$ cat config.mk
export PLATFORM = sky130hd
export DESIGN_NAME = color_to_id_map_round_robin
export DESIGN_NICKNAME = d
export VERILOG_FILES = /design/src/hdl/ctim_pkg.sv /design/src/hdl/color_to_id_map_round_robin.sv /design/src/hdl/ctim_cell.sv
export SDC_FILE = /design/constraint.sdc
export NUM_CORES = 1
export LEC_CHECK = 0
export BUFFER_PORTS_ARGS = -buffer_cell sky130_fd_sc_hd__buf_4
export CAP_MARGIN = 20
export CORE_MARGIN = 1.5
export CORE_UTILIZATION = 35
export CTS_CLUSTER_DIAMETER = 120
export DETAILED_ROUTE_END_ITERATION = 7
export GPL_ROUTABILITY_DRIVEN = 0
export GPL_TIMING_DRIVEN = 1
export HOLD_SLACK_MARGIN = 0.05
export PLACE_DENSITY = 0.58
export SLEW_MARGIN = 0
export SYNTH_ARGS = -nofsm -noshare
export SYNTH_HDL_FRONTEND = slang
export SYNTH_SLANG_ARGS = --single-unit
$ cat constraint.sdc
create_clock -name clock -period 5.47 [get_ports clock]
set_input_delay 0.8205 -clock clock [delete_from_list [all_inputs] [get_ports clock]]
set_output_delay 0.8205 -clock clock [all_outputs]
set_load 0.01 [all_outputs]
$ cat src/hdl/ctim_pkg.sv
// ----------------------------------------------------------------------------
// Color to id map package
// Shared widths, codes and beat types for the color to indicator id map.
// ----------------------------------------------------------------------------
package ctim_pkg;

   // Number of pool slots, one cell per slot.
   localparam int POOL_DEPTH = 8;

   // Pointer and active count hold 0..POOL_DEPTH.
   localparam int PTR_W = $clog2(POOL_DEPTH + 1);

   // Fixed field widths.
   localparam int OP_W     = 2;
   localparam int COLOR_W  = 24;
   localparam int SLOT_W   = 3;
   localparam int ID_W     = 6;
   localparam int STATUS_W = 3;
   localparam int COUNT_W  = 4;

   // Operation codes.
   localparam logic [OP_W-1:0] OP_ACQUIRE = 2'd0;
   localparam logic [OP_W-1:0] OP_LOAD    = 2'd1;
   localparam logic [OP_W-1:0] OP_CLEAR   = 2'd2;

   // Result status codes.
   localparam logic [STATUS_W-1:0] ST_HIT   = 3'd0;
   localparam logic [STATUS_W-1:0] ST_FREE  = 3'd1;
   localparam logic [STATUS_W-1:0] ST_EVICT = 3'd2;
   localparam logic [STATUS_W-1:0] ST_EMPTY = 3'd3;
   localparam logic [STATUS_W-1:0] ST_DONE  = 3'd4;

   // Request beat.
   typedef struct packed {
      logic [OP_W-1:0]    opcode;
      logic [COLOR_W-1:0] color;
      logic [SLOT_W-1:0]  slot;
      logic [ID_W-1:0]    pool_id;
   } req_type;

   // Response beat.
   typedef struct packed {
      logic [ID_W-1:0]     indicator_id;
      logic [STATUS_W-1:0] status;
   } rsp_type;

   // Data handed from one cell to its right neighbor.
   typedef struct packed {
      logic            hit_seen;
      logic [ID_W-1:0] hit_id;
      logic            free_seen;
      logic [ID_W-1:0] free_id;
      logic [ID_W-1:0] victim_id;
   } link_type;

   // Controls broadcast to every cell.
   typedef struct packed {
      logic               acquire;
      logic               any_hit;
      logic               any_free;
      logic               clear;
      logic [COLOR_W-1:0] color;
      logic [ID_W-1:0]    pool_id;
   } bcast_type;

   // Controls private to one cell.
   typedef struct packed {
      logic active;
      logic victim;
      logic load;
   } sel_type;

endpackage

$ cat src/hdl/color_to_id_map_round_robin.sv
// ----------------------------------------------------------------------------
// Color to indicator id map with round-robin replacement
// Maps a 24-bit color to an id from a small pool held in a row of slot cells.
// ----------------------------------------------------------------------------
// Usage:
//   Request beats (req_valid/req_stall/req_data) carry an opcode: acquire an
//   id for a color, load one slot's id, or clear every binding. Each request
//   produces exactly one response beat (rsp_valid/rsp_stall/rsp_data) with an
//   id and a status code.
//   csr_wr_en/csr_wr_data set the pool count; a write also unbinds all slots.
//   Write it only while no request is in flight.
//   The response is registered: rsp_valid rises in the cycle after request
//   acceptance. One beat is taken every cycle while req_stall is low: the slot
//   cells compare all slots at once and the hit, first free slot and victim
//   resolve along the cell chain in the same cycle, which sets the clock-to-clock path.
//   While the response register is full and stalled, req_stall is raised;
//   the response holds until taken.
//   Synchronous reset unbinds every slot, zeroes the pool count and the
//   round-robin pointer and empties the response register. Slot ids are
//   undefined until loaded.
// ----------------------------------------------------------------------------
module color_to_id_map_round_robin (
   input  logic                          clock,
   input  logic                          reset,
   input  logic                          req_valid,
   output logic                          req_stall,
   input  ctim_pkg::req_type             req_data,
   output logic                          rsp_valid,
   input  logic                          rsp_stall,
   output ctim_pkg::rsp_type             rsp_data,
   input  logic                          csr_wr_en,
   input  logic [ctim_pkg::COUNT_W-1:0]  csr_wr_data
);

   localparam int N = ctim_pkg::POOL_DEPTH;

   logic [ctim_pkg::COUNT_W-1:0] count_ff;
   logic [ctim_pkg::COUNT_W-1:0] count_in;
   logic [ctim_pkg::PTR_W-1:0]   ptr_ff;
   logic [ctim_pkg::PTR_W-1:0]   ptr_in;
   logic                         rsp_valid_ff;
   logic                         rsp_valid_in;
   ctim_pkg::rsp_type            rsp_data_ff;
   ctim_pkg::rsp_type            rsp_data_in;

   logic                         accept;
   logic                         is_acquire;
   logic                         pool_empty;
   logic [ctim_pkg::PTR_W-1:0]   n_eff;
   logic [ctim_pkg::PTR_W-1:0]   ptr_eff;
   logic                         evict;
   ctim_pkg::bcast_type          bcast;
   ctim_pkg::sel_type            sel [N];
   ctim_pkg::link_type           link [N+1];

   // Handshake: a new beat enters unless a finished response is stalled.
   assign req_stall = rsp_valid_ff && rsp_stall;
   assign accept    = req_valid && !req_stall;

   // Active slot count saturates at the pool depth.
   always_comb begin
      if (int'(count_ff) > N) begin
         n_eff = ctim_pkg::PTR_W'(N);
      end else begin
         n_eff = ctim_pkg::PTR_W'(count_ff);
      end
   end

   assign pool_empty = (n_eff == '0);
   assign is_acquire = accept && (req_data.opcode == ctim_pkg::OP_ACQUIRE);

   // Pointer restarts at slot zero when it is not below the active count.
   assign ptr_eff = (ptr_ff >= n_eff) ? '0 : ptr_ff;

   // Broadcast controls; hit and free summaries come from the chain's end.
   always_comb begin
      bcast.acquire  = is_acquire && !pool_empty;
      bcast.any_hit  = link[N].hit_seen;
      bcast.any_free = link[N].free_seen;
      bcast.clear    = csr_wr_en ||
                       (accept && (req_data.opcode == ctim_pkg::OP_CLEAR));
      bcast.color    = req_data.color;
      bcast.pool_id  = req_data.pool_id;
   end

   assign link[0] = '0;

   // Row of slot cells, each handing the lookup chain to its neighbor.
   for (genvar i = 0; i < N; i++) begin : g_cell
      always_comb begin
         sel[i].active = int'(n_eff) > i;
         sel[i].victim = int'(ptr_eff) == i;
         sel[i].load   = accept && (req_data.opcode == ctim_pkg::OP_LOAD) &&
                         (int'(req_data.slot) == i);
      end

      ctim_cell u_cell (
         .clock    (clock),
         .reset    (reset),
         .bcast    (bcast),
         .sel      (sel[i]),
         .link_in  (link[i]),
         .link_out (link[i+1])
      );
   end

   // Eviction happens when an acquire misses and every active slot is bound.
   assign evict = bcast.acquire && !link[N].hit_seen && !link[N].free_seen;

   // Pool count and pointer next state.
   always_comb begin
      count_in = csr_wr_en ? csr_wr_data : count_ff;
      ptr_in   = evict ? (ptr_eff + ctim_pkg::PTR_W'(1)) : ptr_ff;
   end

   // Response beat contents.
   always_comb begin
      rsp_data_in.indicator_id = '0;
      rsp_data_in.status       = ctim_pkg::ST_DONE;
      if (is_acquire) begin
         if (link[N].hit_seen) begin
            rsp_data_in.indicator_id = link[N].hit_id;
            rsp_data_in.status       = ctim_pkg::ST_HIT;
         end else if (pool_empty) begin
            rsp_data_in.status       = ctim_pkg::ST_EMPTY;
         end else if (link[N].free_seen) begin
            rsp_data_in.indicator_id = link[N].free_id;
            rsp_data_in.status       = ctim_pkg::ST_FREE;
         end else begin
            rsp_data_in.indicator_id = link[N].victim_id;
            rsp_data_in.status       = ctim_pkg::ST_EVICT;
         end
      end
   end

   assign rsp_valid_in = accept || (rsp_valid_ff && rsp_stall);

   // Control registers.
   always_ff @(posedge clock) begin
      if (reset) begin
         count_ff     <= '0;
         ptr_ff       <= '0;
         rsp_valid_ff <= 1'b0;
      end else begin
         count_ff     <= count_in;
         ptr_ff       <= ptr_in;
         rsp_valid_ff <= rsp_valid_in;
      end
   end

   // Response payload register loads only with a new beat.
   always_ff @(posedge clock) begin
      if (accept) begin
         rsp_data_ff <= rsp_data_in;
      end
   end

   assign rsp_valid = rsp_valid_ff;
   assign rsp_data  = rsp_data_ff;

endmodule

$ cat src/hdl/ctim_cell.sv
// ----------------------------------------------------------------------------
// Color to id map slot cell
// Holds one pool slot (id, binding, color) and extends the lookup chain.
// ----------------------------------------------------------------------------
module ctim_cell (
   input  logic                clock,
   input  logic                reset,
   input  ctim_pkg::bcast_type bcast,
   input  ctim_pkg::sel_type   sel,
   input  ctim_pkg::link_type  link_in,
   output ctim_pkg::link_type  link_out
);

   logic                         bound_ff;
   logic                         bound_in;
   logic [ctim_pkg::COLOR_W-1:0] color_ff;
   logic [ctim_pkg::COLOR_W-1:0] color_in;
   logic [ctim_pkg::ID_W-1:0]    id_ff;
   logic [ctim_pkg::ID_W-1:0]    id_in;
   logic                         my_hit;
   logic                         my_free;
   logic                         take_slot;

   // Local match and free detection for an active slot.
   assign my_hit  = sel.active && bound_ff && (color_ff == bcast.color);
   assign my_free = sel.active && !bound_ff;

   // The first hit and first free slot from the left win; the victim is one-hot.
   always_comb begin
      link_out.hit_seen  = link_in.hit_seen | my_hit;
      link_out.hit_id    = link_in.hit_seen ? link_in.hit_id : (my_hit ? id_ff : '0);
      link_out.free_seen = link_in.free_seen | my_free;
      link_out.free_id   = link_in.free_seen ? link_in.free_id : (my_free ? id_ff : '0);
      link_out.victim_id = sel.victim ? id_ff : link_in.victim_id;
   end

   // Bind on a miss: to the first free slot, or to the victim when all are bound.
   assign take_slot = bcast.acquire && !bcast.any_hit &&
                      ((my_free && !link_in.free_seen) ||
                       (!bcast.any_free && sel.active && sel.victim));

   // Next slot state.
   always_comb begin
      bound_in = bound_ff;
      color_in = color_ff;
      id_in    = id_ff;
      if (bcast.clear) begin
         bound_in = 1'b0;
      end else if (take_slot) begin
         bound_in = 1'b1;
         color_in = bcast.color;
      end
      if (sel.load) begin
         id_in = bcast.pool_id;
      end
   end

   // Binding flag is control state; color and id are payload.
   always_ff @(posedge clock) begin
      if (reset) begin
         bound_ff <= 1'b0;
      end else begin
         bound_ff <= bound_in;
      end
   end

   always_ff @(posedge clock) begin
      color_ff <= color_in;
      id_ff    <= id_in;
   end

endmodule
### Word level (Yosys, flattened, before mapping)

Cells that the tools add are included.

| operators by class | value |
|---|---|
| $lt $le $gt $ge | 10 |
| $add $sub $neg | 1 |
| reduce and logical (&&, ||, !) cells | 114 |
| bitwise operators | 16 |
| multiplexer cells | 42 |
| equal/unequal tests | 24 |

Operators by type and width:

| kind | number |
|---|---|
| $mux W6 | 37 |
| $eq A24 B24 Y1 | 8 |
| $logic_and A1 B1 Y1 | 71 |
| $logic_not A1 Y1 | 19 |
| $mux W9 | 2 |
| $eq A4 B4 Y1 const B | 4 |
| $gt A4 B3 Y1 const B | 4 |
| $reduce_and A2 Y1 | 8 |
| $or A1 B1 Y1 | 14 |
| $eq A3 B3 Y1 const B | 4 |
| $logic_or A1 B1 Y1 | 10 |
| $eq A4 B3 Y1 const B | 2 |
| $gt A4 B1 Y1 const B | 2 |
| $gt A4 B2 Y1 const B | 2 |
| $logic_not A4 Y1 | 2 |
| $mux W4 | 2 |
| $eq A3 B2 Y1 const B | 2 |
| $add A4 B1 Y4 const B | 1 |
| $eq A4 B2 Y1 const B | 1 |
| $ge A4 B4 Y1 | 1 |
| $gt A4 B4 Y1 const B | 1 |
| $reduce_or A2 Y1 | 2 |
| $eq A3 B1 Y1 const B | 1 |
| $logic_not A3 Y1 | 1 |
| other kinds (5) | 6 |

| word-level totals | value |
|---|---|
| output and inout bits | 11 |
| input bits | 44 |
| register bits | 266 |

### Logic depth before layout (Yosys ltp)

| logic depth | value |
|---|---|
| depth after elaboration | 17 |
| gate-level depth with buffers | 19 |
| gate-level depth less buffers | 17 |

### Modules after synthesis

A second synthesis with hierarchy kept.

| second synthesis, totals | value |
|---|---|
| cells, all modules | 1104 |
| area, all modules | 13240.2 um^2 |

Modules (own cells, without submodules):

| module | instances | area an instance (um^2) | cells an instance |
|---|---|---|---|
| ctim_cell | 8 | 1501.4 | 120 |
| color_to_id_map_round_robin | 1 | 1228.7 | 144 |

### Worst setup path before layout

OpenSTA, ideal clock, no wires.

| timing path | value |
|---|---|
| path kind | register to register |
| start point | register count_ff[3] in the netlist's numbering |
| end point | register g_cell[2].u_cell.color_ff[0] in the netlist's numbering (enable) |
| path slack | -181 ps |
| buffers on the path | 4 |
| required time | 5004 ps |
| cell stages (with the launch flop) | 15 |
| data arrival time | 5185 ps |
| library setup time | 466 ps |
| cell sequence | dfxtp_1 > buf_2 > clkbuf_1 > nor2b_1 > ha_1 > nand2b_1 > a2111o_1 > nand2_1 > nand2_1 > inv_1 > ha_1 > clkbuf_1 > clkbuf_1 > a32oi_1 > nor4_1 |

| on the way | value |
|---|---|
| cells in the longest elaborated chain, start to end | 17 |
| elaborated cells between the ends (all ways) | 64 |
| those cells by class | order compare (10); eq/ne (1); mux (2); bitwise (14); reduce/logical (37) |

Ends and longest elaborated chain:

| item | RTL line | RTL |
|---|---|---|
| start: declaration | color_to_id_map_round_robin.sv:37 | `logic [ctim_pkg::COUNT_W-1:0] count_ff;` |
| start signal: assignment | color_to_id_map_round_robin.sv:145 | `count_ff <= count_in;` |
| $gt A4 B4 Y1 | color_to_id_map_round_robin.sv:62 | `if (int'(count_ff) > N) begin` |
| $mux W4 * | color_to_id_map_round_robin.sv:62 |  |
| $gt A4 B1 Y1 | color_to_id_map_round_robin.sv:91 | `sel[i].active = int'(n_eff) > i;` |
| $logic_and A1 B1 Y1 | ctim_cell.sv:26 | `assign my_free = sel.active && !bound_ff;` |
| $or A1 B1 Y1 (7 in a row) | ctim_cell.sv:32 | `link_out.free_seen = link_in.free_seen \| my_free;` |
| $logic_not A1 Y1 | ctim_cell.sv:40 | `(!bcast.any_free && sel.active && sel.victim));` |
| $logic_and A1 B1 Y1 (2 in a row) | ctim_cell.sv:40 |  |
| $logic_or A1 B1 Y1 | ctim_cell.sv:39 | `((my_free && !link_in.free_seen) \|\|` |
| $logic_and A1 B1 Y1 * | ctim_cell.sv:38 | `assign take_slot = bcast.acquire && !bcast.any_hit &&` |
| $reduce_and A2 Y1 (no line) * | - |  |
| end signal: assignment | ctim_cell.sv:68 | `color_ff <= color_in;` |
| end: declaration | ctim_cell.sv:16 | `logic [ctim_pkg::COLOR_W-1:0] color_ff;` |

Mark *: on every way between the ends. The rest lies on a longest branch, timed or not.
A chain may end at the register's enable or synchronous reset.

### Worst setup path after layout

| timing path | value |
|---|---|
| start point | register count_ff[3] in the netlist's numbering |
| end point | register rsp_data_ff, in the netlist rsp_data[7] (data pin) |

| on the way | value |
|---|---|
| cells in the longest elaborated chain, start to end | 16 |
| elaborated cells between the ends (all ways) | 98 |
| those cells by class | order compare (10); eq/ne (7); mux (41); bitwise (14); reduce/logical (26) |

Ends and longest elaborated chain:

| item | RTL line | RTL |
|---|---|---|
| $gt A4 B4 Y1 | color_to_id_map_round_robin.sv:62 |  |
| $mux W4 * | color_to_id_map_round_robin.sv:62 |  |
| $ge A4 B4 Y1 | color_to_id_map_round_robin.sv:73 | `assign ptr_eff = (ptr_ff >= n_eff) ? '0 : ptr_ff;` |
| $mux W4 | color_to_id_map_round_robin.sv:73 |  |
| $logic_not A4 Y1 | color_to_id_map_round_robin.sv:92 | `sel[i].victim = int'(ptr_eff) == i;` |
| $mux W6 (8 in a row) | ctim_cell.sv:34 | `link_out.victim_id = sel.victim ? id_ff : link_in.victim_id;` |
| $mux W9 | color_to_id_map_round_robin.sv:126 | `end else if (link[N].free_seen) begin` |
| $mux W6 | color_to_id_map_round_robin.sv:124 | `end else if (pool_empty) begin` |
| $mux W9 * | color_to_id_map_round_robin.sv:121 | `if (link[N].hit_seen) begin` |
| end signal: assignment | color_to_id_map_round_robin.sv:154 | `rsp_data_ff <= rsp_data_in;` |
| end: declaration | color_to_id_map_round_robin.sv:43 | `ctim_pkg::rsp_type rsp_data_ff;` |

Marks and branches as above.

==> flow_summary.ini <==
[global_routing]
use_met1_pct = 25.0
use_met2_pct = 25.9
grt_pass1_wl_mm = 49.0
grt_pass1_vias = 7685
grt.met3_usage_pct = 2.49
grt_max_degree = 25
overflow = 0
antenna_found_initial = 0
gr-usage-all-layers_pct = 16.9
grt.busiest_layer = met2

[routing]
drt-total-wl_mm = 32.2
vias = 8029
wl_per_cell_um = 21.6
viasPerCell = 5.38
drtIter0Drc = 610
dr.pass1.iters = 5
ant_nets = 0
drc = 0

[clocking]
clock_latency_ns = 0.56
cts.sink_count = 266
clk_pin_slew_ns = 0.07
cts_buffer_depth = 3
cts_resized = 0
cts_hold_buf = 0
cts_made_buffers = 29
htree_levels = 1
cts_tree = done
cts_root_buffer = clkbuf_16
post_cts_buffers = 0

[worst_hold_path]
hp-start = req_valid
hp-class = in2reg

[sta]
setup_violations = 0
finalSetupTns_ns = 0
skew_ns = 0.0160
hold_viol = 0
slew_violations = 0
period_minus_slack_ns = 4.93
slew_headroom_pct = 27.4
fin_crit_sh_pct = 90.1
rsz0062_at_grt = no
fmax_mhz = 203
timing.final.ws_setup_ns = 0.544
worst_pin_slew_ns = 1.08

[synthesis]
synth_area_mm2 = 0.0127
synthArstFlopShare_pct = 0
post-synth-top-count-cell = edfxtp_1
syn-num-nets = 1010
netlist_instances = 958
yosys_warnings = 0
synth_common_cells = edfxtp_1, xor2_1, xnor2_1, nor2_1, nand2_1
syn_area_per_cell_um2 = 13.2
synth_top_area_cell = edfxtp_1
synth_cell_types = 71
ys_seq_elements = 266
ys_seq_area_share_pct = 61.7
yosysTopAreaCellShare_pct = 59.0
ys_top_cells_by_area = edfxtp_1, xor2_1, xnor2_1
synth_edf_count = 249
synth_ff_type = edfxtp_1

[critical_path]
slowest_delay_ns = 0.85
crit_top_cell = nand2_1
critPathLaunchType = register
cp_num_cells = 16
r2r_end = rsp_data[7]$_SDFFCE_PN0P_
reg2reg_slack_ns = 0.54
path_buf_inv = 2
cp_cell_sequence = clkinv_1 > nand2_1 > ha_1 > a2111o_1 > nand2_1 > nand2_1 > inv_1 > ha_1 > nor2b_1 > a221oi_1 > nor3_1 > a21oi_1 > a2bb2oi_1 > nor3_1 > o21ai_0 > o31ai_1
crit_path_end_kind = register
r2r-start = count_ff[3]$_SDFFE_PP0P_
worstSetupPathType = reg2reg
critPathLaunch = count_ff[3]$_SDFFE_PP0P_
reg2reg_depth = 16
crit_path_max_fanout = 19
crit_path_end = rsp_data[7]$_SDFFCE_PN0P_
worst_path_max_delay_cell = dfxtp_1
critPathTopFamily = compound AO/OA/AOI/OAI gates
worstPathArrival_ns = 5.20
cp.required_ns = 5.74

[finish]
syn2layout_area_growth_pct = 13.7
final_cells = 1491
drive_above_1_share_pct = 13.3
register_area_mm2 = 0.00782
post-route-util_pct = 40.5
stdcell_area_mm2 = 0.0144
fillCellCount = 3361
n_antenna_cell = 0
multi_input_area_mm2 = 0.00452
fin_nets = 1060

[die]
die_w_um = 193
num_rows = 69
die_h_um = 193
start_util_pct = 35.6
die-area_mm2 = 0.0373
ios = 55
core_area_mm2 = 0.0356

[run]
drv_cap = 0

[placed_design]
dp_cells = 1438
placed_area_mm2 = 0.0135
portBuffers = 54
place_ws_ns = 0.609
place.detailed.hpwl_mm = 22.7

[power_and_ir_drop]
peakVddDrop_v = 0.000222
p_leak_nw = 4.67
power_density_mw_per_mm2 = 307

[outcome]
status = complete, no violations
## power by group
part | internal, mW | switching (mW)
Combinational | 0.118 | 0.205
Clock | 1.03 | 0.807
Sequential | 2.24 | 0.0145
Total | 3.39 | 1.03
## registers in the layout (all words and copies together) (netlist names)
name / flops
count_ff: 4
ptr_ff: 4
rsp_data: 9
g_cell.u_cell.bound_ff: 8
g_cell.u_cell.id_ff: 48
g_cell.u_cell.color_ff: 192
rsp_valid: 1
## metrics by stage
stage / power, mW / hold WS, ns
after floorplan: 2.50 / 0.472
after detailed placement: 2.62 / 0.520
final: 4.41 / 0.487
after global routing: 4.56 / 0.491
after CTS: 4.46 / 0.484
after global placement: 2.62 / 0.527
## metal layers
layer  vias up  wire (µm)  part of all wire, %
met1      3981      15000                   47
met4         0        807                  2.5
met3        54       1890                  5.9
li1       3728          -                    -
met5         -          0                    0
met2       266      14500                   45
## worst min-delay path by stage
| stage | to | slack [ns] | cells after the start |
|---|---|---|---|
| CTS | rsp_valid$_SDFF_PP0_ | 0.48 | 3 |
| global placement | ptr_ff[1]$_SDFFE_PP0P_ | 0.53 | 2 |
| detailed placement | ptr_ff[1]$_SDFFE_PP0P_ | 0.52 | 2 |
| global route | rsp_valid$_SDFF_PP0_ | 0.49 | 3 |
| floorplan | g_cell[4].u_cell.bound_ff$_SDFFE_PP0P_ | 0.47 | 2 |
| finish | rsp_valid$_SDFF_PP0_ | 0.49 | 3 |
## tightest hold or removal path: stages
cell,delay (ns)
buf_4,0.08
nor2_1,0.03
nor2_1,0.07
## cell families after synthesis
logic type	synth area share, %
compound gates	9.02
xor+xnor	13.3
fa+ha+maj	0.790
buf+inv	2.95
flops	61.7
mux	0.889
simple gates	11.4
## placed cells by master (no fill, tap or decap), types with 6 or more instances in the layout
master and instances:
edfxtp_1 249, xor2_1 103, xnor2_1 89, buf_4 71, nor2_1 58, nand2_1 41, a21oi_1 39, nand4_1 31
clkbuf_16 29, nor4_1 28, nor3_1 19, dfxtp_1 17, inv_1 15, nand3_1 15, o21ai_0 12, nand2b_1 10
a211oi_1 10, a221oi_1 10, mux2i_1 9, ha_1 8, clkbuf_1 8, o22ai_1 7, a21o_1 6, a31oi_1 6
or3_1 6, or4_1 6, a221o_1 6
## area by class of cell
class | count | area share (%)
Sequential cell | 266 | 54.3
Clock buffer | 37 | 5.25
Clock inverter | 16 | 0.921
Inverter | 16 | 0.417
Tap cell | 461 | 4.01
Timing Repair Buffer | 71 | 3.70
Multi-Input combinational cell | 624 | 31.4
Power figures use the tool's default switching activity.
